**config.mk**
```make
export PLATFORM = sky130hd
export DESIGN_NAME = cvl_ram
export DESIGN_NICKNAME = d
export VERILOG_FILES = /design/src/hdl/cvl_ram.sv
export SDC_FILE = /design/constraint.sdc
export NUM_CORES = 1
export LEC_CHECK = 0
export CORE_UTILIZATION = 24
export DETAILED_ROUTE_END_ITERATION = 16
export DONT_BUFFER_PORTS = 1
export PLACE_DENSITY_LB_ADDON = 0.05
export SYNTH_ARGS = -nofsm -noshare
export SYNTH_HDL_FRONTEND = slang
export SYNTH_SLANG_ARGS = --single-unit
```
**constraint.sdc**
```tcl
create_clock -name clk -period 2.2 [get_ports clk]
set_input_delay 0.33 -clock clk [delete_from_list [all_inputs] [get_ports clk]]
set_output_delay 0.33 -clock clk [all_outputs]
set_load 0.005 [all_outputs]
```
**src/hdl/cvl_ram.sv**
```systemverilog
// ----------------------------------------------------------------------------
// cvl_ram
// Simple dual-port synchronous RAM, one write and one registered read port.
// ----------------------------------------------------------------------------
module cvl_ram #(
    parameter int DEPTH = 32,
    parameter int WIDTH = 16,
    parameter int AW    = $clog2(DEPTH)
) (
    input  logic             clk,
    input  logic             wr_en,
    input  logic [AW-1:0]    wr_addr,
    input  logic [WIDTH-1:0] wr_data,
    input  logic             rd_en,
    input  logic [AW-1:0]    rd_addr,
    output logic [WIDTH-1:0] rd_data
);

    logic [WIDTH-1:0] mem [DEPTH];
    logic [WIDTH-1:0] rd_data_reg;

    always_ff @(posedge clk)
    begin
        if (wr_en)
        begin
            mem[wr_addr] <= wr_data;
        end
    end

    always_ff @(posedge clk)
    begin
        if (rd_en)
        begin
            rd_data_reg <= mem[rd_addr];
        end
    end

    assign rd_data = rd_data_reg;

endmodule

```
# --- Word-level counts from Yosys, hierarchy flattened ---
# Memories as Yosys holds them, arrays and structs flattened. A register that Yosys moved wholly into a read port is not among the register bits.
# Cells that the tools add are included.
totals:
  out_inout_bits: 16
  input_bits: 29
  latchBits: 0
  regBits: 0
  n_memories: 1
  romBits: 0
  ramBits: 512
  elab_cells: 3
mem_list:
  columns: ["memory", "words", "width", "read_ports", "rd_clocked_by_memory_dff", "wr", "line_no", "rtl"]
  rows:
  - ["mem", 32, 16, 1, 1, 1, "19", "logic [WIDTH-1:0] mem [DEPTH];"]
op_classes:
  multipliers: 0
  reduce_logical: 0
  bitwise_logic: 0
  eq_ne: 0
  mux: 2
  div_mod_pow: 0
  shifts: 0
  n_lt_le_gt_ge: 0
  add_sub_neg: 0
op_table:
  columns: ["operator", "n"]
  rows:
  - ["two-way mux 1 bit", 2]

# --- Depth between registers and ports, before layout ---
logic_depth:
  depth_word: 2
  mapped_depth: 8
  ltp_nobuf: 5

# --- Least setup slack after synthesis ---
# No wires, ideal clock.
synth_timing:
  path_type: "input port to flip-flop"
  startpoint: "input port wr_addr[1]"
  endpoint: "memory mem[12][0], enable pin"
  setup_slack_ns: 0.130
  arrival_time_ns: 1.682
  path_stages: 3
  setup_ns: 0.388
  required_time_ns: 1.812
  path_buffers: 1
  path_cell_list: "or3b_2 -> clkbuf_1 -> nor2_1"
synth_lines:
  columns: ["element", "line_no", "rtl"]
  rows:
  - ["start, declared", "12", "input logic [AW-1:0] wr_addr,"]
  - ["end, declared", "19", null]
# Straight into the memory's write port.

==> run_results.csv <==
group,metric,value,unit
logic_synthesis,synth_cell_types,25,
floorplanning,coreArea,0.0853,sq mm
floorplanning,die_h,296,um
logic_synthesis,synth_warnings,0,
logic_synthesis,synth_nets,1172,
sta,drv_slew,0,
placement,dp_hpwl,38700,um
floorplanning,initial_core_util,0.243,
route,wirelength,65300,um
sta,timing.final.crit_period,1.83,ns
clock_network,cts.path.max_buffers,3,
global_routing,grtUsageMet3,0.0332,
setup_path,cp_max_fo,256,
global_routing,grt_pass1_vias,11000,
setup_path,cp-start-kind,"input pin",
logic_synthesis,ys_seq_area_frac,0.766,
placement,globalplace.congestion,0.724,
run,cap_viol_max_count,0,
sta,fin_skew,0.0630,ns
placement,postPlaceCellArea,0.0226,sq mm
clock_network,cts_sinks,528,
route,drtPass1Iterations,5,
floorplanning,io-pin-count,45,
sta,whs,0.0428,ns
sta,grt_setup_unrepaired,"no",
sta,period_share,0.834,
floorplanning,die_area,0.0874,sq mm
setup_path,end_kind,"flop",
sta,finalSetupViolCount,0,
global_routing,overflow,0,
logic_synthesis,synth_largest_area_cell,"edfxtp_1",
power,power_density,870,mW/mm^2
global_routing,grt_max_degree,257,
floorplanning,num_rows,107,
global_routing,grt.busiest_layer,"met2",
layout,fill_cells,8454,
clock_network,cts_setup_buffers,0,
logic_synthesis,yosysTopAreaCellShare,0.766,
logic_synthesis,synthTopCellsByArea,"edfxtp_1, mux2i_1, a22oi_1, a22o_1, nand3_1",
floorplanning,die_x,296,um
global_routing,met1_usage,0.193,
global_routing,met2_usage,0.253,
logic_synthesis,avgSynthCellArea,18.1,sq um
layout,final_layout_size_suffix_gt1_frac,0.150,
layout,finalNonFillerCells,2445,
sta,timing.fmax,0.545,GHz
layout,largest_reg_flops,512,
route,post-route-drc-count,0,
setup_path,worstPathRequired,2.60,ns
global_routing,grt_pass1_wl,90500,um
route,drt-initial-drc-count,737,
placement,port-buffer-count,0,
power,power_leakage,0.00841,uW
clock_network,clk_pin_slew_worst_paths,0.06,ns
logic_synthesis,syn_area,0.0207,sq mm
clock_network,cts_buffers,61,
clock_network,htree_levels,2,
logic_synthesis,synthCells,1143,
clock_network,clock_latency,0.66,ns
sta,relSlewSlack,0.323,
run_status,status,"complete, no violations",
power,ir_drop,0.656,mV
route,post_drt_via_cell_ratio,4.34,
sta,worst_pin_slew,1.02,ns
layout,syn2layout_area_growth,20.5,%
setup_path,worstSetupPathType,"in -> reg",
layout,fin_area,0.0249,sq mm
clock_network,cts_tree,"done",
placement,place_inst,2296,
hold_path,hold_path.class,"in -> reg",
layout,fin_nets,1279,
clock_network,cts_resized,0,
logic_synthesis,synth_seq_cells,528,
clock_network,cts_root_buf,"clkbuf_16",
route,vias,10600,
route,ant_nets,0,
sta,tns,0,ns
route,routedWlPerCell,26.7,um
global_routing,grt.total_usage,0.150,
setup_path,crit_arrival,2.24,ns
sta,hold_viol_final,0,
global_routing,antenna_found_initial,9,
synthesized netlist by cell type:
library cell,count
a21oi_1,32
a22o_1,32
nand3_1,34
a31oi_1,16
buf_8,6
nand4_1,16
nand3b_1,5
or2_1,1
buf_12,5
buf_6,6
nor2_4,1
nor3_1,16
buf_2,19
buf_4,19
mux2i_1,256
and2_1,1
edfxtp_1,528
or3_1,1
nor2b_1,2
or3b_2,3
nand2b_1,2
a22oi_1,64
nand2_1,33
nor2_1,33
clkbuf_1,12
kinds of logic after synthesis:
family          synth area share
compound gates            0.0493
buf+inv                   0.0261
flops                      0.766
mux                        0.124
simple gates              0.0346
worst paths after layout:
path / startpoint / to / slack [ns] / cells after the start
worst min-delay path: wr_data[0] / mem[10][0] / 0.04 / 1
worst max register to register: mem[3][15] / rd_data[15] / 0.37 / 7
worst max-delay path: rd_addr[0] / rd_data[15] / 0.37 / 7
worst min register to register: mem[11][5] / rd_data[5] / 0.64 / 4
worst max-delay path: stages:
cell and delay [ns]:
mux2i_1 0.47, a22o_1 0.19, nor3_1 0.05, buf_4 0.14, a31oi_1 0.37, buf_4 0.20
nand3_1 0.06
repair_timing:
item	4_1_cts	5_1_grt
endpoints found under the hold margin	531	0
hold buffers	35	0
endpoints found under the setup margin	0	0
through the flow:
stage / setup slack [ns] / utilization / power (uW)
final: 0.366 / 0.292 / 21700
after detailed placement: 0.140 / 0.265 / 12400
after floorplan: 0.130 / - / 12100
after CTS: 0.364 / 0.292 / 22100
after global placement: 0.171 / 0.265 / 12400
after global routing: 0.305 / 0.292 / 22400
metal layers:
| metal | part of all wire | vias to the layer above |
|---|---|---|
| li1 | - | 4808 |
| met1 | 0.44 | 5485 |
| met2 | 0.49 | 211 |
| met3 | 0.051 | 100 |
| met4 | 0.024 | 2 |
| met5 | 0.00029 | - |
cells in the final DEF, fill, tap and decap left out, drive strengths merged, types with 3 or more instances in the layout:
cell,n
nor3,16
a22oi,64
nand3b,5
a31oi,16
clkinv,33
a22o,32
diode,4
dlygate4sd3,19
mux2i,256
nand2,33
nand4,16
clkbuf,75
a21oi,32
nor2,34
edfxtp,528
buf,92
nand3,34
or3b,3
power by group:
part	internal [uW]	switching, uW
clock network	5160	4080
logic	444	704
registers	11200	63.2
cell type report:
| cell class | count | area (sq um) | share of cell area |
|---|---|---|---|
| Tap cell | 1144 | 1430 | 0.0574 |
| Multi-Input combinational cell | 548 | 4370 | 0.175 |
| Clock buffer | 75 | 1580 | 0.0633 |
| Antenna cell | 4 | 10.0 | 0.000402 |
| Timing Repair Buffer | 111 | 1470 | 0.0589 |
| Clock inverter | 35 | 211 | 0.00848 |
| Sequential cell | 528 | 15900 | 0.636 |
No activity file was read; power rests on OpenSTA's default activity.
