### config.mk
export PLATFORM = sky130hd
export DESIGN_NAME = cvl_seq
export DESIGN_NICKNAME = d
export VERILOG_FILES = /design/src/hdl/cvl_pkg.sv /design/src/hdl/cvl_seq.sv
export SDC_FILE = /design/constraint.sdc
export NUM_CORES = 1
export LEC_CHECK = 0
export BUFFER_PORTS_ARGS = -buffer_cell sky130_fd_sc_hd__buf_2
export CAP_MARGIN = 20
export CELL_PAD_IN_SITES_DETAIL_PLACEMENT = 0
export CELL_PAD_IN_SITES_GLOBAL_PLACEMENT = 1
export CORE_MARGIN = 4
export CORE_UTILIZATION = 42
export DETAILED_ROUTE_END_ITERATION = 8
export GPL_TIMING_DRIVEN = 1
export PLACE_DENSITY = 0.82
export SKIP_LAST_GASP = 1
export SYNTH_ARGS = -nofsm -noshare
export SYNTH_HDL_FRONTEND = slang
export SYNTH_SLANG_ARGS = --single-unit
### constraint.sdc
create_clock -name clk -period 3.83 [get_ports clk]
set_clock_uncertainty 0.1 [all_clocks]
set_input_delay 0.383 -clock clk [delete_from_list [all_inputs] [get_ports clk]]
set_output_delay 0.383 -clock clk [all_outputs]
set_load 0.02 [all_outputs]
### src/hdl/cvl_pkg.sv
// ----------------------------------------------------------------------------
// cvl_pkg
// Shared constants, types and address functions of the convolution engine.
// ----------------------------------------------------------------------------
package cvl_pkg;

    // Store dimensions
    localparam int MAX_GRID   = 32;
    localparam int MAX_IN_CH  = 32;
    localparam int MAX_OUT_CH = 32;
    localparam int MAX_KERNEL = 8;

    // Fixed field widths
    localparam int FIELD_W = 5;
    localparam int TAP_W   = 3;
    localparam int VAL_W   = 16;
    localparam int FRAC_W  = 8;

    // Configuration register widths
    localparam int GRID_REG_W   = 6;
    localparam int CH_REG_W     = 6;
    localparam int KERNEL_REG_W = 4;
    localparam int STRIDE_REG_W = 3;
    localparam int BORDER_REG_W = 4;
    localparam int CFG_DATA_W   = 6;
    localparam int CFG_IDX_W    = 3;

    // Configuration reset values
    localparam int RST_GRID   = 23;
    localparam int RST_CH     = 5;
    localparam int RST_KERNEL = 5;
    localparam int RST_STRIDE = 1;
    localparam int RST_BORDER = 2;

    // Index widths into the stores
    localparam int GRID_IW = (MAX_GRID > 1)   ? $clog2(MAX_GRID)   : 1;
    localparam int CH_IW   = (MAX_IN_CH > 1)  ? $clog2(MAX_IN_CH)  : 1;
    localparam int OC_IW   = (MAX_OUT_CH > 1) ? $clog2(MAX_OUT_CH) : 1;
    localparam int K_IW    = (MAX_KERNEL > 1) ? $clog2(MAX_KERNEL) : 1;

    // Count widths (hold the maximum itself)
    localparam int GRID_CW = $clog2(MAX_GRID + 1);
    localparam int CH_CW   = $clog2(MAX_IN_CH + 1);
    localparam int K_CW    = $clog2(MAX_KERNEL + 1);

    localparam int ACT_DEPTH  = MAX_GRID * MAX_GRID * MAX_IN_CH;
    localparam int WGT_DEPTH  = MAX_KERNEL * MAX_KERNEL * MAX_IN_CH * MAX_OUT_CH;
    localparam int BIAS_DEPTH = MAX_OUT_CH;
    localparam int ACT_AW     = $clog2(ACT_DEPTH);
    localparam int WGT_AW     = $clog2(WGT_DEPTH);
    localparam int BIAS_AW    = OC_IW;

    // Strided base position: stride times offset into the interior
    localparam int BASE_W = STRIDE_REG_W + FIELD_W;

    // Arithmetic
    localparam int PROD_W     = 2 * VAL_W;
    localparam int ACC_W      = 48;
    localparam int ROUND_HALF = 1 << (FRAC_W - 1);
    localparam logic signed [VAL_W-1:0] Q88_MAX = {1'b0, {(VAL_W-1){1'b1}}};

    typedef enum logic [1:0] {
        REQ_ACT_WR,
        REQ_WGT_WR,
        REQ_BIAS_WR,
        REQ_COMPUTE
    } req_t;

    typedef enum logic [CFG_IDX_W-1:0] {
        CFG_GRID_ROWS,
        CFG_GRID_COLS,
        CFG_IN_CHANNELS,
        CFG_KERNEL_ROWS,
        CFG_KERNEL_COLS,
        CFG_STRIDE_ROWS,
        CFG_STRIDE_COLS,
        CFG_BORDER_WIDTH
    } cfg_idx_t;

    // Clamped loop geometry handed to the sequencer
    typedef struct packed {
        logic [GRID_CW-1:0] gr;
        logic [GRID_CW-1:0] gc;
        logic [CH_CW-1:0]   icn;
        logic [K_CW-1:0]    kr;
        logic [K_CW-1:0]    kc;
    } geom_t;

    // One tap issued to the memories
    typedef struct packed {
        logic valid;
        logic keep;
        logic last;
    } tap_t;

    function automatic logic [ACT_AW-1:0] act_addr(
        input logic [GRID_IW-1:0] r,
        input logic [GRID_IW-1:0] c,
        input logic [CH_IW-1:0]   ch
    );
        logic [31:0] idx;
        idx = (32'(r) * MAX_GRID + 32'(c)) * MAX_IN_CH + 32'(ch);
        return idx[ACT_AW-1:0];
    endfunction

    function automatic logic [WGT_AW-1:0] wgt_addr(
        input logic [K_IW-1:0]  tr,
        input logic [K_IW-1:0]  tc,
        input logic [CH_IW-1:0] ic,
        input logic [OC_IW-1:0] oc
    );
        logic [31:0] idx;
        idx = ((32'(tr) * MAX_KERNEL + 32'(tc)) * MAX_IN_CH + 32'(ic)) * MAX_OUT_CH + 32'(oc);
        return idx[WGT_AW-1:0];
    endfunction

endpackage

### src/hdl/cvl_seq.sv
// ----------------------------------------------------------------------------
// cvl_seq
// Tap sequencer: walks kernel rows, kernel columns and input channels, one
// tap per cycle, and drives the activation and weight read addresses.
// ----------------------------------------------------------------------------
module cvl_seq (
    input  logic                        clk,
    input  logic                        rst_n,
    input  logic                        start,
    input  logic                        empty,
    input  cvl_pkg::geom_t              geom,
    input  logic [cvl_pkg::BASE_W-1:0]  base_row,
    input  logic [cvl_pkg::BASE_W-1:0]  base_col,
    input  logic [cvl_pkg::FIELD_W-1:0] oc,
    output logic [cvl_pkg::ACT_AW-1:0]  act_rd_addr,
    output logic [cvl_pkg::WGT_AW-1:0]  wgt_rd_addr,
    output cvl_pkg::tap_t               issue
);

    logic                        run_reg;
    logic                        dummy_reg;
    logic [cvl_pkg::K_CW-1:0]    di_reg;
    logic [cvl_pkg::K_CW-1:0]    dj_reg;
    logic [cvl_pkg::CH_CW-1:0]   ch_reg;
    cvl_pkg::geom_t              geom_reg;
    logic [cvl_pkg::BASE_W-1:0]  base_row_reg;
    logic [cvl_pkg::BASE_W-1:0]  base_col_reg;
    logic [cvl_pkg::FIELD_W-1:0] oc_reg;

    logic [cvl_pkg::BASE_W:0] in_row;
    logic [cvl_pkg::BASE_W:0] in_col;
    logic                     row_ok;
    logic                     col_ok;
    logic                     ch_last;
    logic                     dj_last;
    logic                     di_last;

    assign in_row  = (cvl_pkg::BASE_W + 1)'(base_row_reg) + (cvl_pkg::BASE_W + 1)'(di_reg);
    assign in_col  = (cvl_pkg::BASE_W + 1)'(base_col_reg) + (cvl_pkg::BASE_W + 1)'(dj_reg);
    assign row_ok  = in_row < (cvl_pkg::BASE_W + 1)'(geom_reg.gr);
    assign col_ok  = in_col < (cvl_pkg::BASE_W + 1)'(geom_reg.gc);
    assign ch_last = ch_reg == cvl_pkg::CH_CW'(geom_reg.icn - cvl_pkg::CH_CW'(1));
    assign dj_last = dj_reg == cvl_pkg::K_CW'(geom_reg.kc - cvl_pkg::K_CW'(1));
    assign di_last = di_reg == cvl_pkg::K_CW'(geom_reg.kr - cvl_pkg::K_CW'(1));

    // An empty sum still sends one dummy tap so the MAC sees a last marker
    assign issue.valid = run_reg | dummy_reg;
    assign issue.keep  = run_reg & row_ok & col_ok;
    assign issue.last  = dummy_reg | (ch_last & dj_last & di_last);

    assign act_rd_addr = cvl_pkg::act_addr(in_row[cvl_pkg::GRID_IW-1:0],
                                           in_col[cvl_pkg::GRID_IW-1:0],
                                           ch_reg[cvl_pkg::CH_IW-1:0]);
    assign wgt_rd_addr = cvl_pkg::wgt_addr(di_reg[cvl_pkg::K_IW-1:0],
                                           dj_reg[cvl_pkg::K_IW-1:0],
                                           ch_reg[cvl_pkg::CH_IW-1:0],
                                           cvl_pkg::OC_IW'(oc_reg));

    always_ff @(posedge clk or negedge rst_n)
    begin
        if (!rst_n)
        begin
            run_reg   <= 1'b0;
            dummy_reg <= 1'b0;
            di_reg    <= '0;
            dj_reg    <= '0;
            ch_reg    <= '0;
        end
        else
        begin
            dummy_reg <= start & empty;
            if (start)
            begin
                run_reg <= !empty;
                di_reg  <= '0;
                dj_reg  <= '0;
                ch_reg  <= '0;
            end
            else if (run_reg)
            begin
                if (ch_last)
                begin
                    ch_reg <= '0;
                    if (dj_last)
                    begin
                        dj_reg <= '0;
                        if (di_last)
                        begin
                            di_reg  <= '0;
                            run_reg <= 1'b0;
                        end
                        else
                        begin
                            di_reg <= di_reg + cvl_pkg::K_CW'(1);
                        end
                    end
                    else
                    begin
                        dj_reg <= dj_reg + cvl_pkg::K_CW'(1);
                    end
                end
                else
                begin
                    ch_reg <= ch_reg + cvl_pkg::CH_CW'(1);
                end
            end
        end
    end

    // Hold the request geometry for the whole walk
    always_ff @(posedge clk)
    begin
        if (start)
        begin
            geom_reg     <= geom;
            base_row_reg <= base_row;
            base_col_reg <= base_col;
            oc_reg       <= oc;
        end
    end

endmodule

== Word level (Yosys, flattened, before mapping) ==
Cells that the tools add are included.

* Add/subtract/negate cells: 13
* Muxes and demuxes: 17
* Equality and inequality tests: 3
* Reduce and logical (&&, ||, !) cells: 6
* $lt $le $gt $ge: 2
* Bitwise logic cells: 7

{| class="wikitable"
|+ Operators by type and width
! cell !! count
|-
| $mux W4 || 9
|-
| $add A8 B4 Y9 || 2
|-
| $lt A9 B6 Y1 || 2
|-
| $mux W6 || 3
|-
| $add A16 B5 Y16 || 1
|-
| $add A15 B5 Y15 || 1
|-
| $add A11 B5 Y11 || 1
|-
| $add A10 B5 Y10 || 1
|-
| $add A4 B1 Y4 const B || 2
|-
| $eq A4 B4 Y1 || 2
|-
| $sub A4 B1 Y4 const B || 2
|-
| $add A6 B1 Y6 const B || 1
|-
| $add A6 B3 Y6 || 1
|-
| $eq A6 B6 Y1 || 1
|-
| $reduce_bool A2 Y1 || 3
|-
| $sub A6 B1 Y6 const B || 1
|-
| $and A1 B1 Y1 || 5
|-
| $mux W1 || 5
|-
| $reduce_and A3 Y1 || 1
|-
| $or A1 B1 Y1 || 2
|-
| $reduce_and A2 Y1 || 1
|-
| $logic_not A1 Y1 || 1
|}

* Word-level logic and storage cells: 61
* Register bits: 63
* Bits of input ports: 51

== Depth between registers and ports, before layout ==
* Word-level depth: 7
* Depth in mapped cells: 11

== Worst setup path after synthesis ==
Ideal clock, no wire load.

* Kind: register to output
* Start point: reg di_reg[0] (netlist name)
* End point: out issue[1] (netlist name)
* Cell stages (with the launch flop): 11
* Data required time: 3.347 ns
* Path slack: 0.358 ns
* Data arrival time: 2.989 ns
* Cells stage by stage: dfrtp_1 -> ha_1 -> fa_1 -> a21o_1 -> a21oi_1 -> xnor2_1 -> ha_1 -> and2_1 -> a2111oi_0 -> o2111ai_1 -> nor3_1

{| class="wikitable"
|+ RTL lines
! what !! line !! source
|-
| start: declaration || cvl_seq.sv:22 || <nowiki>logic [cvl_pkg::K_CW-1:0] di_reg;</nowiki>
|-
| start signal: assignment || cvl_seq.sv:94 || <nowiki>di_reg <= di_reg + cvl_pkg::K_CW'(1);</nowiki>
|-
| end: declaration || cvl_seq.sv:17 || <nowiki>output cvl_pkg::tap_t issue</nowiki>
|}

==> flow_summary.toml <==
[synthesis]
synth_top_area_cell = "edfxtp_1"
postSynthAreaPerCell_um2 = 12.3
synthCells = 270
yosys_warnings = 0
synth_fa_ha_area_frac = 0.103
synth_most_common_cell = "edfxtp_1"
ys_types = 43
synth_ff_type = "edfxtp_1"
synthXorXnorAreaFrac = 0.0766
synthMuxAreaShare = 0.00905
synthSimpleGateAreaFrac = 0.117
netlist_area_um2 = 3320
synth_top_family_by_area = "simple AND/OR/NAND/NOR gates"
synthTopCellsByCount = "47 x edfxtp_1, 24 x ha_1, 24 x xnor2_1"
synth_edf_count = 47
synth_area_leaders = "edfxtp_1 43%, dfrtp_1 12%, ha_1 9.1%, xnor2_1 6.3%, buf_4 3.6%"
synth_seq_cells = 63
synth.top_cell.area_share = 0.425
synth_compound_area_frac = 0.0868
synth_nets = 347
ys_seq_area_frac = 0.546
async_reset_ff_frac = 0.254

[clock_network]
clkSlewWorstSetupHoldPaths_ns = 0.08
cts_max_path_buffers = 2
clock-root-buffer = "clkbuf_8"
cts_tree = "done"
clk-insertion-delay-late_ns = 0.34
cts_made_buffers = 9
htreeDepth = 3
clock_sinks = 63

[sta]
relSlewSlack = 0.449
fin_setup_tns_ns = 0
setup_viol = 0
fin_ws_ns = 0.330
fin_crit_ns = 3.50
rsz0062_at_grt = "false"
worst_pin_slew_ns = 0.819
post-route-period-util = 0.914
finalHoldViolations = 0
max_clock_freq_mhz = 286
final_max_slew_viol_count = 0

[floorplan]
start_util = 0.431
die_w_um = 96.9
rows = 32
core_um2 = 7690
die_y_um = 96.9
die_area_um2 = 9380
pin_count = 85

[hold_path]
min_to = "oc_reg[4]"
hp-start = "oc[4]"
holdPathStages = 1
hp-class = "in2reg"

[drt]
routed_wl_mm = 6.23
post-route-drc-count = 0
drtIter0Drc = 73
drt-pass1-iter-count = 4
wl_per_cell_um = 13.5
ant_nets = 0
avgViaCountPerCell = 4.87
vias = 2241

[critical_path]
reg2reg_to = "dj_reg[2]"
r2r_start = "geom_reg[10]"
path_class = "reg2out"
rrSetupSlack_ns = 0.97
crit_path_start_kind = "flip-flop"
required_ns = 3.35
cp-end-kind = "output pin"
crit_path_max_fanout = 7
ff2ff_path_depth = 6
arrival_ns = 3.02

[layout]
syn2layout_area_growth_pct = 20.3
multi_input_area_um2 = 1320
n_fill_cell = 679
antennaDiodeCount = 0
drive_above_1_share = 0.327
finalNonFillerCells = 460
largest_register_ffs = 26
final_nets = 430
regArea_um2 = 1810

[run]
drv_cap = 0

[global_route]
grt_overflow = 0
antenna_found_initial = 0
grt_start_max_net_pins = 25
grt_pass1_vias = 2247
grt_util_all_layers = 0.143
grt_pass1_wl_mm = 10.9

[placement]
port_buffers = 84
hpwl_mm = 4.65
gp_congestion = 0.744
dp.cells = 443
dp_slack_ns = 0.433

[status]
status = "complete, no violations"

[power_and_ir_drop]
power_density_nw_per_um2 = 402
p_leak_nw = 1.76
vdd_drop_max_mv = 0.268
-- power by group --
part	total [mW]	switching, mW	internal (mW)
sequential	0.815	0.0292	0.785
combinational	0.217	0.120	0.0967
clock	0.575	0.274	0.301
-- worst max-delay path, stage by stage, from the launching register on --
cell and delay (ns):
dfrtp_2 0.46, ha_1 0.24, fa_1 0.41, a21o_1 0.18, a21oi_2 0.17, xnor2_1 0.10, ha_1 0.17, and2_1 0.14
a2111oi_2 0.32, o2111ai_1 0.15, nor3_1 0.16, buf_4 0.17
-- what timing repair did --
action | CTS | global route
resized for setup | 0 | 10
endpoints found under the setup margin | 0 | 1
setup buffers | 0 | 0
hold buffers | 1 | 0
endpoints found under the hold margin | 16 | 0
-- cells in the final DEF, fill, tap and decap left out, types with 3 or more instances in the layout --
master	n
nor2b_1	6
buf_2	83
xnor2_1	24
inv_1	17
mux2i_1	3
a21o_1	7
nand2_1	16
clkbuf_8	9
dfrtp_1	15
edfxtp_1	47
o21ai_0	7
ha_1	24
a21oi_2	3
xor2_1	5
a31oi_1	3
a21oi_1	13
or4_1	3
nor2_1	11
buf_4	6
nand3_1	6
nor3_1	8
-- worst max-delay path by stage --
stage	from	end	slack, ns	depth (start not counted)
2_1_floorplan	di_reg[0]	issue[1]	0.36	10
3_3_place_gp	base_row_reg[1]	issue[1]	0.44	12
6_report	di_reg[0]	issue[1]	0.33	11
5_1_grt	base_row_reg[1]	issue[1]	0.03	12
3_5_place_dp	di_reg[0]	issue[1]	0.43	12
4_1_cts	di_reg[0]	issue[1]	0.05	12
-- cells by family (layout without fill, tap and decap cells) --
family | Yosys count | in the layout
flops | 63 | 63
simple gates | 70 | 70
compound gates | 44 | 44
xor+xnor | 29 | 29
mux | 3 | 3
buf+inv | 35 | 123
fa+ha+maj | 26 | 26
-- through the flow --
step	hold WS (ns)	power, mW	area (um^2)	utilization
floorplan	-0.0126	0.969	3320	-
global placement	0.231	1.04	3760	0.489
detailed placement	0.237	1.05	3760	0.489
CTS	0.0918	1.62	3970	0.516
global route	0.0831	1.69	3990	0.519
finish	0.106	1.61	3990	0.519
-- per-layer routing --
metal  GRT usage  up-vias  share of wire
li1            -     1130              -
met1       0.183     1038           0.45
met2       0.223       66           0.47
met3      0.0505        7          0.070
met4      0.0529        0          0.013
met5           0        -              0
-- final cells by class --
type | count | share of cell area
multi-input combinational | 172 | 0.331
clock buffer | 9 | 0.0310
clock inverter | 7 | 0.0179
timing repair buffer | 90 | 0.118
sequential | 63 | 0.454
inverter | 17 | 0.0160
tap | 102 | 0.0320
Power figures use the tool's default switching activity.
