$ cat src/hdl/cvl_pkg.sv
// ----------------------------------------------------------------------------
// cvl_pkg
// Shared constants, types and address functions of the convolution engine.
// ----------------------------------------------------------------------------
package cvl_pkg;

    // Store dimensions
    localparam int MAX_GRID   = 32;
    localparam int MAX_IN_CH  = 32;
    localparam int MAX_OUT_CH = 32;
    localparam int MAX_KERNEL = 8;

    // Fixed field widths
    localparam int FIELD_W = 5;
    localparam int TAP_W   = 3;
    localparam int VAL_W   = 16;
    localparam int FRAC_W  = 8;

    // Configuration register widths
    localparam int GRID_REG_W   = 6;
    localparam int CH_REG_W     = 6;
    localparam int KERNEL_REG_W = 4;
    localparam int STRIDE_REG_W = 3;
    localparam int BORDER_REG_W = 4;
    localparam int CFG_DATA_W   = 6;
    localparam int CFG_IDX_W    = 3;

    // Configuration reset values
    localparam int RST_GRID   = 23;
    localparam int RST_CH     = 5;
    localparam int RST_KERNEL = 5;
    localparam int RST_STRIDE = 1;
    localparam int RST_BORDER = 2;

    // Index widths into the stores
    localparam int GRID_IW = (MAX_GRID > 1)   ? $clog2(MAX_GRID)   : 1;
    localparam int CH_IW   = (MAX_IN_CH > 1)  ? $clog2(MAX_IN_CH)  : 1;
    localparam int OC_IW   = (MAX_OUT_CH > 1) ? $clog2(MAX_OUT_CH) : 1;
    localparam int K_IW    = (MAX_KERNEL > 1) ? $clog2(MAX_KERNEL) : 1;

    // Count widths (hold the maximum itself)
    localparam int GRID_CW = $clog2(MAX_GRID + 1);
    localparam int CH_CW   = $clog2(MAX_IN_CH + 1);
    localparam int K_CW    = $clog2(MAX_KERNEL + 1);

    localparam int ACT_DEPTH  = MAX_GRID * MAX_GRID * MAX_IN_CH;
    localparam int WGT_DEPTH  = MAX_KERNEL * MAX_KERNEL * MAX_IN_CH * MAX_OUT_CH;
    localparam int BIAS_DEPTH = MAX_OUT_CH;
    localparam int ACT_AW     = $clog2(ACT_DEPTH);
    localparam int WGT_AW     = $clog2(WGT_DEPTH);
    localparam int BIAS_AW    = OC_IW;

    // Strided base position: stride times offset into the interior
    localparam int BASE_W = STRIDE_REG_W + FIELD_W;

    // Arithmetic
    localparam int PROD_W     = 2 * VAL_W;
    localparam int ACC_W      = 48;
    localparam int ROUND_HALF = 1 << (FRAC_W - 1);
    localparam logic signed [VAL_W-1:0] Q88_MAX = {1'b0, {(VAL_W-1){1'b1}}};

    typedef enum logic [1:0] {
        REQ_ACT_WR,
        REQ_WGT_WR,
        REQ_BIAS_WR,
        REQ_COMPUTE
    } req_t;

    typedef enum logic [CFG_IDX_W-1:0] {
        CFG_GRID_ROWS,
        CFG_GRID_COLS,
        CFG_IN_CHANNELS,
        CFG_KERNEL_ROWS,
        CFG_KERNEL_COLS,
        CFG_STRIDE_ROWS,
        CFG_STRIDE_COLS,
        CFG_BORDER_WIDTH
    } cfg_idx_t;

    // Clamped loop geometry handed to the sequencer
    typedef struct packed {
        logic [GRID_CW-1:0] gr;
        logic [GRID_CW-1:0] gc;
        logic [CH_CW-1:0]   icn;
        logic [K_CW-1:0]    kr;
        logic [K_CW-1:0]    kc;
    } geom_t;

    // One tap issued to the memories
    typedef struct packed {
        logic valid;
        logic keep;
        logic last;
    } tap_t;

    function automatic logic [ACT_AW-1:0] act_addr(
        input logic [GRID_IW-1:0] r,
        input logic [GRID_IW-1:0] c,
        input logic [CH_IW-1:0]   ch
    );
        logic [31:0] idx;
        idx = (32'(r) * MAX_GRID + 32'(c)) * MAX_IN_CH + 32'(ch);
        return idx[ACT_AW-1:0];
    endfunction

    function automatic logic [WGT_AW-1:0] wgt_addr(
        input logic [K_IW-1:0]  tr,
        input logic [K_IW-1:0]  tc,
        input logic [CH_IW-1:0] ic,
        input logic [OC_IW-1:0] oc
    );
        logic [31:0] idx;
        idx = ((32'(tr) * MAX_KERNEL + 32'(tc)) * MAX_IN_CH + 32'(ic)) * MAX_OUT_CH + 32'(oc);
        return idx[WGT_AW-1:0];
    endfunction

endpackage

$ cat src/hdl/cvl_mac.sv
// ----------------------------------------------------------------------------
// cvl_mac
// Multiply-accumulate datapath: product register, wide accumulator, bias add,
// ReLU, rounding and saturation to Q8.8.
// ----------------------------------------------------------------------------
module cvl_mac (
    input  logic                             clk,
    input  logic                             rst_n,
    input  logic                             start,
    input  logic                             force_zero,
    input  cvl_pkg::tap_t                    issue,
    input  logic signed [cvl_pkg::VAL_W-1:0] act_data,
    input  logic signed [cvl_pkg::VAL_W-1:0] wgt_data,
    input  logic signed [cvl_pkg::VAL_W-1:0] bias_data,
    output logic                             done,
    output logic signed [cvl_pkg::VAL_W-1:0] result,
    output logic                             saturated
);

    typedef enum logic [1:0] {
        M_IDLE,
        M_ACC,
        M_BIAS,
        M_ROUND
    } mac_state_t;

    mac_state_t                        state_reg;
    cvl_pkg::tap_t                     tap1_reg;
    cvl_pkg::tap_t                     tap2_reg;
    logic signed [cvl_pkg::PROD_W-1:0] prod_reg;
    logic signed [cvl_pkg::PROD_W-1:0] prod_next;
    logic signed [cvl_pkg::ACC_W-1:0]  acc_reg;
    logic                              zero_reg;
    logic                              done_reg;
    logic signed [cvl_pkg::VAL_W-1:0]  result_reg;
    logic                              sat_reg;

    logic signed [cvl_pkg::PROD_W-1:0] act_ext;
    logic signed [cvl_pkg::PROD_W-1:0] wgt_ext;
    logic signed [cvl_pkg::ACC_W-1:0]  prod_acc;
    logic signed [cvl_pkg::ACC_W-1:0]  bias_acc;
    logic [cvl_pkg::ACC_W-1:0]         rnd_sum;
    logic                              acc_pos;
    logic                              over;

    assign act_ext   = cvl_pkg::PROD_W'(act_data);
    assign wgt_ext   = cvl_pkg::PROD_W'(wgt_data);
    assign prod_next = tap1_reg.keep ? act_ext * wgt_ext : '0;

    assign prod_acc = {{(cvl_pkg::ACC_W - cvl_pkg::PROD_W){prod_reg[cvl_pkg::PROD_W-1]}},
                       prod_reg};
    assign bias_acc = {{(cvl_pkg::ACC_W - cvl_pkg::VAL_W - cvl_pkg::FRAC_W)
                        {bias_data[cvl_pkg::VAL_W-1]}},
                       bias_data, cvl_pkg::FRAC_W'(0)};

    // Round to nearest with ties upward; anything above the Q8.8 top clips
    assign acc_pos = !acc_reg[cvl_pkg::ACC_W-1] && (acc_reg != '0);
    assign rnd_sum = acc_reg + cvl_pkg::ACC_W'(cvl_pkg::ROUND_HALF);
    assign over    = |rnd_sum[cvl_pkg::ACC_W-1:cvl_pkg::FRAC_W+cvl_pkg::VAL_W-1];

    always_ff @(posedge clk)
    begin
        prod_reg <= prod_next;
    end

    always_ff @(posedge clk or negedge rst_n)
    begin
        if (!rst_n)
        begin
            state_reg  <= M_IDLE;
            tap1_reg   <= '0;
            tap2_reg   <= '0;
            acc_reg    <= '0;
            zero_reg   <= 1'b0;
            done_reg   <= 1'b0;
            result_reg <= '0;
            sat_reg    <= 1'b0;
        end
        else
        begin
            tap1_reg <= issue;
            tap2_reg <= tap1_reg;
            done_reg <= 1'b0;
            unique case (state_reg)
                M_IDLE:
                begin
                    if (start)
                    begin
                        acc_reg   <= '0;
                        zero_reg  <= force_zero;
                        state_reg <= M_ACC;
                    end
                end
                M_ACC:
                begin
                    if (tap2_reg.valid)
                    begin
                        acc_reg <= acc_reg + prod_acc;
                        if (tap2_reg.last)
                        begin
                            state_reg <= M_BIAS;
                        end
                    end
                end
                M_BIAS:
                begin
                    acc_reg   <= acc_reg + bias_acc;
                    state_reg <= M_ROUND;
                end
                M_ROUND:
                begin
                    done_reg  <= 1'b1;
                    state_reg <= M_IDLE;
                    if (zero_reg || !acc_pos)
                    begin
                        result_reg <= '0;
                        sat_reg    <= 1'b0;
                    end
                    else if (over)
                    begin
                        result_reg <= cvl_pkg::Q88_MAX;
                        sat_reg    <= 1'b1;
                    end
                    else
                    begin
                        result_reg <= {1'b0,
                            rnd_sum[cvl_pkg::FRAC_W+cvl_pkg::VAL_W-2:cvl_pkg::FRAC_W]};
                        sat_reg    <= 1'b0;
                    end
                end
                default:
                begin
                    state_reg <= M_IDLE;
                end
            endcase
        end
    end

    assign done      = done_reg;
    assign result    = result_reg;
    assign saturated = sat_reg;

endmodule

$ cat config.mk
export PLATFORM = sky130hd
export DESIGN_NAME = cvl_mac
export DESIGN_NICKNAME = d
export VERILOG_FILES = /design/src/hdl/cvl_pkg.sv /design/src/hdl/cvl_mac.sv
export SDC_FILE = /design/constraint.sdc
export NUM_CORES = 1
export LEC_CHECK = 0
export BUFFER_PORTS_ARGS = -buffer_cell sky130_fd_sc_hd__buf_2
export CAP_MARGIN = 20
export CORE_MARGIN = 4
export CORE_UTILIZATION = 70
export DETAILED_ROUTE_END_ITERATION = 12
export MAX_ROUTING_LAYER = met4
export PLACE_DENSITY = 0.95
export SYNTH_ARGS = -nofsm -noshare
export SYNTH_HDL_FRONTEND = slang
export SYNTH_SLANG_ARGS = --single-unit
$ cat constraint.sdc
create_clock -name clk -period 7.82 [get_ports clk]
set_input_delay 0.391 -clock clk [delete_from_list [all_inputs] [get_ports clk]]
set_output_delay 0.391 -clock clk [all_outputs]
set_load 0.02 [all_outputs]
After elaboration in Yosys (flattened, before gate mapping)
Index checks and enable logic that the tools add are counted.
W data, S select, Z words.

cells by class
  add/sub/neg operators = 3
  multiply operators = 1
  equal/unequal tests = 6
  mux-type cells = 12
  reduce and logical (&&, ||, !) cells = 11

operator list
  kind                     number
  $pmux W48 S3             1
  $mux W48                 2
  $add A48 B24 Y48         1
  $add A48 B32 Y48         1
  $add A48 B9 Y48 const B  1
  $reduce_bool A48 Y1      1
  $mul A16 B16 Y32         1
  $mux W15                 2
  $reduce_or A25 Y1        1
  $pmux W2 S4              1
  $mux W2                  3
  $ne A2 B2 Y1 const B     3
  $reduce_and A3 Y1        2
  $eq A2 B2 Y1 const B     2
  $mux W1                  3
  $reduce_bool A3 Y1       1
  $eq A2 B1 Y1 const B     1
  $logic_not A1 Y1         2
  $logic_not A2 Y1         1
  $reduce_and A2 Y1        1
  $logic_and A1 B1 Y1      1
  $logic_or A1 B1 Y1       1

word-level totals
  flip-flop bits (word level) = 106
  output and inout port bits = 18
  word-level logic and storage cells = 45

Longest topological paths before layout
Gate-level depths: netlist of the first run.

  word-level depth = 5
  depth in mapped cells = 25
  gate-level depth less buffers = 24

Worst setup path before layout of the first run
No wires, ideal clock.

  kind = input to register
  from = input wgt_data[1] (netlist bit)
  to = register prod_reg[31] (netlist bit)
  arrival time = 6305 ps
  required time = 7705 ps
  path slack = 1400 ps
  stages on the path = 24
  cells stage by stage = clkbuf_1 nand2_1 inv_1 fa_1 inv_1 fa_1 inv_1 fa_1 fa_1 fa_1 inv_1 fa_1 inv_1 ha_1 and4_1 and4_1 and3_1 a31oi_1 o2111ai_1 a31oi_1 nor2b_1 o32ai_1 xnor2_1 and2_1

on the way
  longest elaborated chain between the ends = 1

RTL lines
  item                  RTL line       text
  from (decl)           cvl_mac.sv:13  input logic signed [cvl_pkg::VAL_W-1:0] wgt_data,
  $mul A16 B16 Y32      cvl_mac.sv:48  assign prod_next = tap1_reg.keep ? act_ext * wgt_ext : '0;
  to (signal assigned)  cvl_mac.sv:63  prod_reg <= prod_next;
  to (decl)             cvl_mac.sv:30  logic signed [cvl_pkg::PROD_W-1:0] prod_reg;

No other way between the ends.
A chain may end at the register's enable or synchronous reset.

Final worst setup path of the first run
Same ends and word-level chain as after synthesis.

==> results of run 1 <==
==> metrics by stage <==
stage / utilization, % / hold WS (ps) / cell area (um^2)
CTS: 74.0 / 126 / 19900
floorplan: - / 95.4 / 19100
detailed placement: 72.9 / 343 / 19600
global placement: 72.9 / 334 / 19600
finish: 74.0 / 126 / 19900
global route: 74.0 / 119 / 19900
==> area by class of cell <==
cell class                      count  area [um^2]  area share, %
Tap cell                          341          427           2.15
Multi-Input combinational cell   1685        15000           75.5
Clock inverter                      7         70.1          0.352
Clock buffer                        9          225           1.13
Sequential cell                   105         2470           12.4
Inverter                          345         1290           6.51
Timing Repair Buffer               76          395           1.99
==> worst max-delay path by stage <==
stage                startpoint                 endpoint  depth (start not counted)
global route        wgt_data[1]  prod_reg[31]$_SDFF_PN0_                         24
finish              wgt_data[1]  prod_reg[31]$_SDFF_PN0_                         24
detailed placement  wgt_data[1]  prod_reg[31]$_SDFF_PN0_                         24
CTS                 wgt_data[1]  prod_reg[31]$_SDFF_PN0_                         24
global placement    wgt_data[1]  prod_reg[31]$_SDFF_PN0_                         24
floorplan           wgt_data[1]  prod_reg[31]$_SDFF_PN0_                         24
==> placed cells by master (no fill, tap or decap), types with 12 or more instances in the layout <==
| cell | n |
|---|---|
| a211oi_1 | 12 |
| a21o_1 | 59 |
| a21oi_1 | 119 |
| a22oi_1 | 20 |
| a31oi_1 | 19 |
| a32oi_1 | 20 |
| and2_1 | 163 |
| and3_1 | 23 |
| and4_1 | 13 |
| buf_2 | 70 |
| dfrtp_1 | 73 |
| dfxtp_1 | 32 |
| fa_1 | 264 |
| ha_1 | 174 |
| inv_1 | 345 |
| nand2_1 | 232 |
| nand2b_1 | 16 |
| nand3_1 | 41 |
| nand4_1 | 17 |
| nor2_1 | 69 |
| nor2b_1 | 19 |
| nor3_1 | 22 |
| nor4_1 | 15 |
| o21ai_0 | 89 |
| o21bai_1 | 16 |
| xnor2_1 | 91 |
| xor2_1 | 42 |
==> logic make-up after synthesis <==
kind of cell	Yosys count	share of synthesized area, %
and+or+nand+nor	655	17.4
AOI/OAI and AO/OA	457	15.9
adders and majority gates	438	39.0
buffers and inverters	427	8.57
xor gates and xnor gates	133	6.09
DFF	105	12.9
other	1	0.0196
muxes	1	0.0589
==> metal layers <==
metal	vias to the layer above	GRT usage, %	share of wire [%]
met5	-	-	0
met4	0	18.5	5.3
li1	7368	-	-
met2	968	60.4	50
met1	7997	38.8	35
met3	251	5.89	9.0
==> worst reg2reg max path: cells and delay by family, from the launching register on <==
| kind | cells | cell delay, ps |
|---|---|---|
| AOI/OAI and AO/OA | 5 | 1750 |
| adders and majority gates | 1 | 300 |
| xor gates and xnor gates | 1 | 120 |
| DFF | 1 | 630 |
| and+or+nand+nor | 4 | 1060 |
==> results.yml, run 1 <==
timing:
  clock_skew_ps: 14.2
  finalSetupViolCount: 0
  rsz0062_at_grt: "false"
  period_needed_ps: 6700
  max_slew_margin_pct: 34.7
  tightest_slew_ps: 979
  setup_ws_ps: 1120
  fin_crit_sh_pct: 85.6
  setup-tns-final_ps: 0
  max_freq_mhz: 149
  drv_slew: 0
  hold_violations: 0
synth:
  synth_seq_area_share_pct: 12.9
  syn_area_um2: 19100
  ys.flop_type: "dfrtp_1"
  synth.most_common_cell: "inv_1"
  ys_types: 74
  synth_area_leader_cell: "fa_1"
  synth_cells: 2217
  synth_edf_count: 0
  ys.warnings.count: 0
  synth.top_cells.by_area: "fa_1, ha_1, dfrtp_1"
  syn_nets: 2710
  syn_avg_cell_area_um2: 8.62
  yosysTopAreaCellShare_pct: 27.6
  async_reset_ff_share_pct: 69.5
  synth_common_cells: "inv_1, fa_1, nand2_1, ha_1, and2_1"
  ys_seq_elements: 105
worst_setup_path:
  cp_max_fo: 16
  crit_chain: "buf_2 -> nand2_1 -> inv_1 -> fa_1 -> inv_1 -> fa_1 -> inv_1 -> fa_1 -> fa_1 -> fa_1 -> inv_1 -> fa_1 -> inv_1 -> ha_1 -> and4_1 -> and4_1 -> and3_1 -> a31oi_1 -> o2111ai_1 -> a31oi_1 -> nor2b_1 -> o32ai_1 -> xnor2_1 -> and2_1"
  r2r-end: "result[7]$_DFFE_PN0P_"
  r2r_cells: 11
  end_kind: "flop"
  critical_path.startpoint_type: "input pin"
  crit_family: "adder cells"
  arrival_ps: 6970
  cp_num_buf_inv: 6
  critPathSlowestCell: "fa_1"
  slowest_delay_ps: 620
  critPathKind: "in2reg"
  cp_common_cell: "fa_1"
  r2r-start: "acc_reg[8]$_DFFE_PN0P_"
  reg2reg_slack_ps: 3800
  crit_required_ps: 8090
floorplanning:
  ios: 73
  initial_core_util_pct: 71.1
  num_rows: 60
  coreArea_um2: 26900
  die_area_um2: 30000
  die_h_um: 173
  die_w_um: 173
routing:
  drc: 0
  ant_nets: 0
  post_drt_wl_per_cell_um: 19.7
  vias_per_cell: 6.46
  routed_wl_mm: 50.7
  initialDrtViolationCount: 1421
  via_count: 16584
  dr.pass1.iters: 8
finish:
  fillers: 1831
  area_delta_synth_final_pct: 4.05
  fin_cells: 2568
  drive_gt1_share_pct: 4.63
  diodes: 0
  final_nets: 2715
  largest_register_ffs: 48
outcome:
  run_status: "finished clean"
global_route:
  grt_overflow: 0
  grt_first_pass_wirelength_mm: 83.8
  grt.total_usage_pct: 34.9
  grt_start_max_net_pins: 74
  antenna_found_initial: 0
  grt_pass1_vias: 17555
worst_hold_path:
  whs_endpoint: "tap1_reg[1]$_DFF_PN0_"
  min_path_cells: 1
  min_from: "issue[1]"
  hp-class: "in2reg"
clock_tree:
  cts_resized: 0
  clk_pin_slew_ps: 80
  cts.htree.levels: 3
  cts_tree: "done"
  cts_num_sinks: 105
  cts_inserted_buffers: 9
  clock_latency_ps: 370
  post-cts-setup-buffers: 0
  hold_buffers: 0
  clock_path_buffers: 2
  cts_root_buf: "clkbuf_16"
placed_design:
  portBuffers: 71
  routabilityCongestion: 1.01
  hpwl_mm: 40.5
  placedCellCount: 2552
  place_ws_ps: 796
job:
  cap_violations: 0
Power of run 1 is left out: the tool's default activity adds up to more than one toggle a clock period on the data nets, which glitch-free logic cannot reach.
==> run 2, diff against run 1 <==
--- a/config.mk
+++ b/config.mk
@@ -7,6 +7,7 @@
 export LEC_CHECK = 0
 export BUFFER_PORTS_ARGS = -buffer_cell sky130_fd_sc_hd__buf_2
 export CAP_MARGIN = 20
+export CORE_ASPECT_RATIO = 0.7
 export CORE_MARGIN = 4
 export CORE_UTILIZATION = 70
 export DETAILED_ROUTE_END_ITERATION = 12
==> run 2 against run 1 <==
Net effect:
- register-to-register slack got worse by 70 ps
- via count fell by 1.1%
- largest cell class unchanged
- sequential share of layout area barely moved
==> results.yml, run 2 (synthesized netlist as in run 1, its figures left out) <==
timing:
  finalSetupViolCount: 0
  tightest_slew_ps: 974
  max_slew_margin_pct: 35.1
  max_freq_mhz: 147
  fin_crit_sh_pct: 87.0
  drv_slew: 0
  clock_skew_ps: 12.1
  period_needed_ps: 6800
  rsz0062_at_grt: "false"
  setup-tns-final_ps: 0
  hold_violations: 0
floorplanning:
  die_h_um: 146
  initial_core_util_pct: 71.2
  num_rows: 50
  die_w_um: 206
  die_area_um2: 30100
  ios: 73
  coreArea_um2: 26800
clock_tree:
  clock_latency_ps: 370
  cts_tree: "done"
  cts_inserted_buffers: 9
  clk_pin_slew_ps: 80
  post-cts-setup-buffers: 0
  cts_num_sinks: 105
  hold_buffers: 0
  cts.htree.levels: 3
  cts_resized: 0
  clock_path_buffers: 2
  cts_root_buf: "clkbuf_16"
finish:
  drive_gt1_share_pct: 4.67
  area_delta_synth_final_pct: 4.40
  final_common_cell: "inv_1"
  diodes: 0
  layout_common_cells: "inv_1, fa_1, nand2_1, ha_1, and2_1"
  final_nets: 2716
  largest_register_ffs: 48
job:
  cap_violations: 0
worst_setup_path:
  end_kind: "flop"
  critPathKind: "in2reg"
  crit_required_ps: 8090
  arrival_ps: 7070
  critical_path.startpoint_type: "input pin"
  r2r_cells: 12
  cp_max_fo: 16
routing:
  drc: 0
  via_count: 16399
  routed_wl_mm: 49.1
  dr.pass1.iters: 6
  initialDrtViolationCount: 1521
  vias_per_cell: 6.33
  post_drt_wl_per_cell_um: 19.0
  ant_nets: 0
global_route:
  grt.total_usage_pct: 34.8
  top_usage_layer: "met2"
  grt_start_max_net_pins: 74
  grt_first_pass_wirelength_mm: 83.7
  antenna_found_initial: 0
  grt_pass1_vias: 17026
  met1_usage_pct: 47.0
  grtUsageMet3_pct: 6.31
  met2_usage_pct: 54.7
  grt_overflow: 0
placed_design:
  portBuffers: 71
  routabilityCongestion: 0.964
  hpwl_mm: 38.7
outcome:
  run_status: "finished clean"
worst_hold_path:
  min_path_cells: 1
  hp-class: "in2reg"
==> run 2: area by class of cell <==
cell class | instances | area, um^2
clock buffer | 10 | 250
clock inverter | 6 | 76.3
fill | 1858 | 6880
inverter | 345 | 1290
multi-input combinational | 1685 | 15000
sequential | 105 | 2470
tap | 364 | 455
timing repair buffer | 77 | 403
==> run 2: per-layer routing <==
layer	up-vias	wire length, um
met5	-	0
met3	153	4460
met4	0	1490
met1	8043	20100
met2	835	23100
li1	7368	-
==> run 2: path summary, 6_finish.rpt <==
path                                             start                      end  slack [ps]
worst max-delay path                      act_data[15]  prod_reg[31]$_SDFF_PN0_        1020
worst min-delay path                          issue[1]    tap1_reg[1]$_DFF_PN0_         130
worst max register to register  acc_reg[0]$_DFFE_PN0P_  acc_reg[46]$_DFFE_PN0P_        3730
worst min register to register   tap1_reg[2]$_DFF_PN0_    tap2_reg[2]$_DFF_PN0_         360
max in group asynchronous                        rst_n  acc_reg[45]$_DFFE_PN0P_        7010
min in group asynchronous                        rst_n    result[3]$_DFFE_PN0P_         180
==> run 2: critical path, cell delays in order <==
cell and delay, ps:
buf_2 200, nand2_1 140, inv_1 100, fa_1 640, inv_1 170, fa_1 560
inv_1 50, fa_1 520, fa_1 440, fa_1 540, inv_1 50, fa_1 530
inv_1 50, ha_1 370, and4_1 250, and4_1 230, and3_1 200, a31oi_1 230
o2111ai_1 300, a31oi_1 380, nor2b_1 130, o32ai_1 330, xnor2_1 100, and2_1 160
==> run 2: through the flow <==
stage	cells	hold slack [ps]	instance area, um^2	setup WS (ps)	util (%)
finish	2592	127	20000	1020	74.4
CTS	2592	122	20000	1070	74.4
global placement	2576	331	19600	903	73.1
floorplan	2217	95.4	19100	1400	-
global route	2592	120	20000	554	74.4
detailed placement	2576	342	19600	703	73.1
Power of run 2 is left out for the same reason.
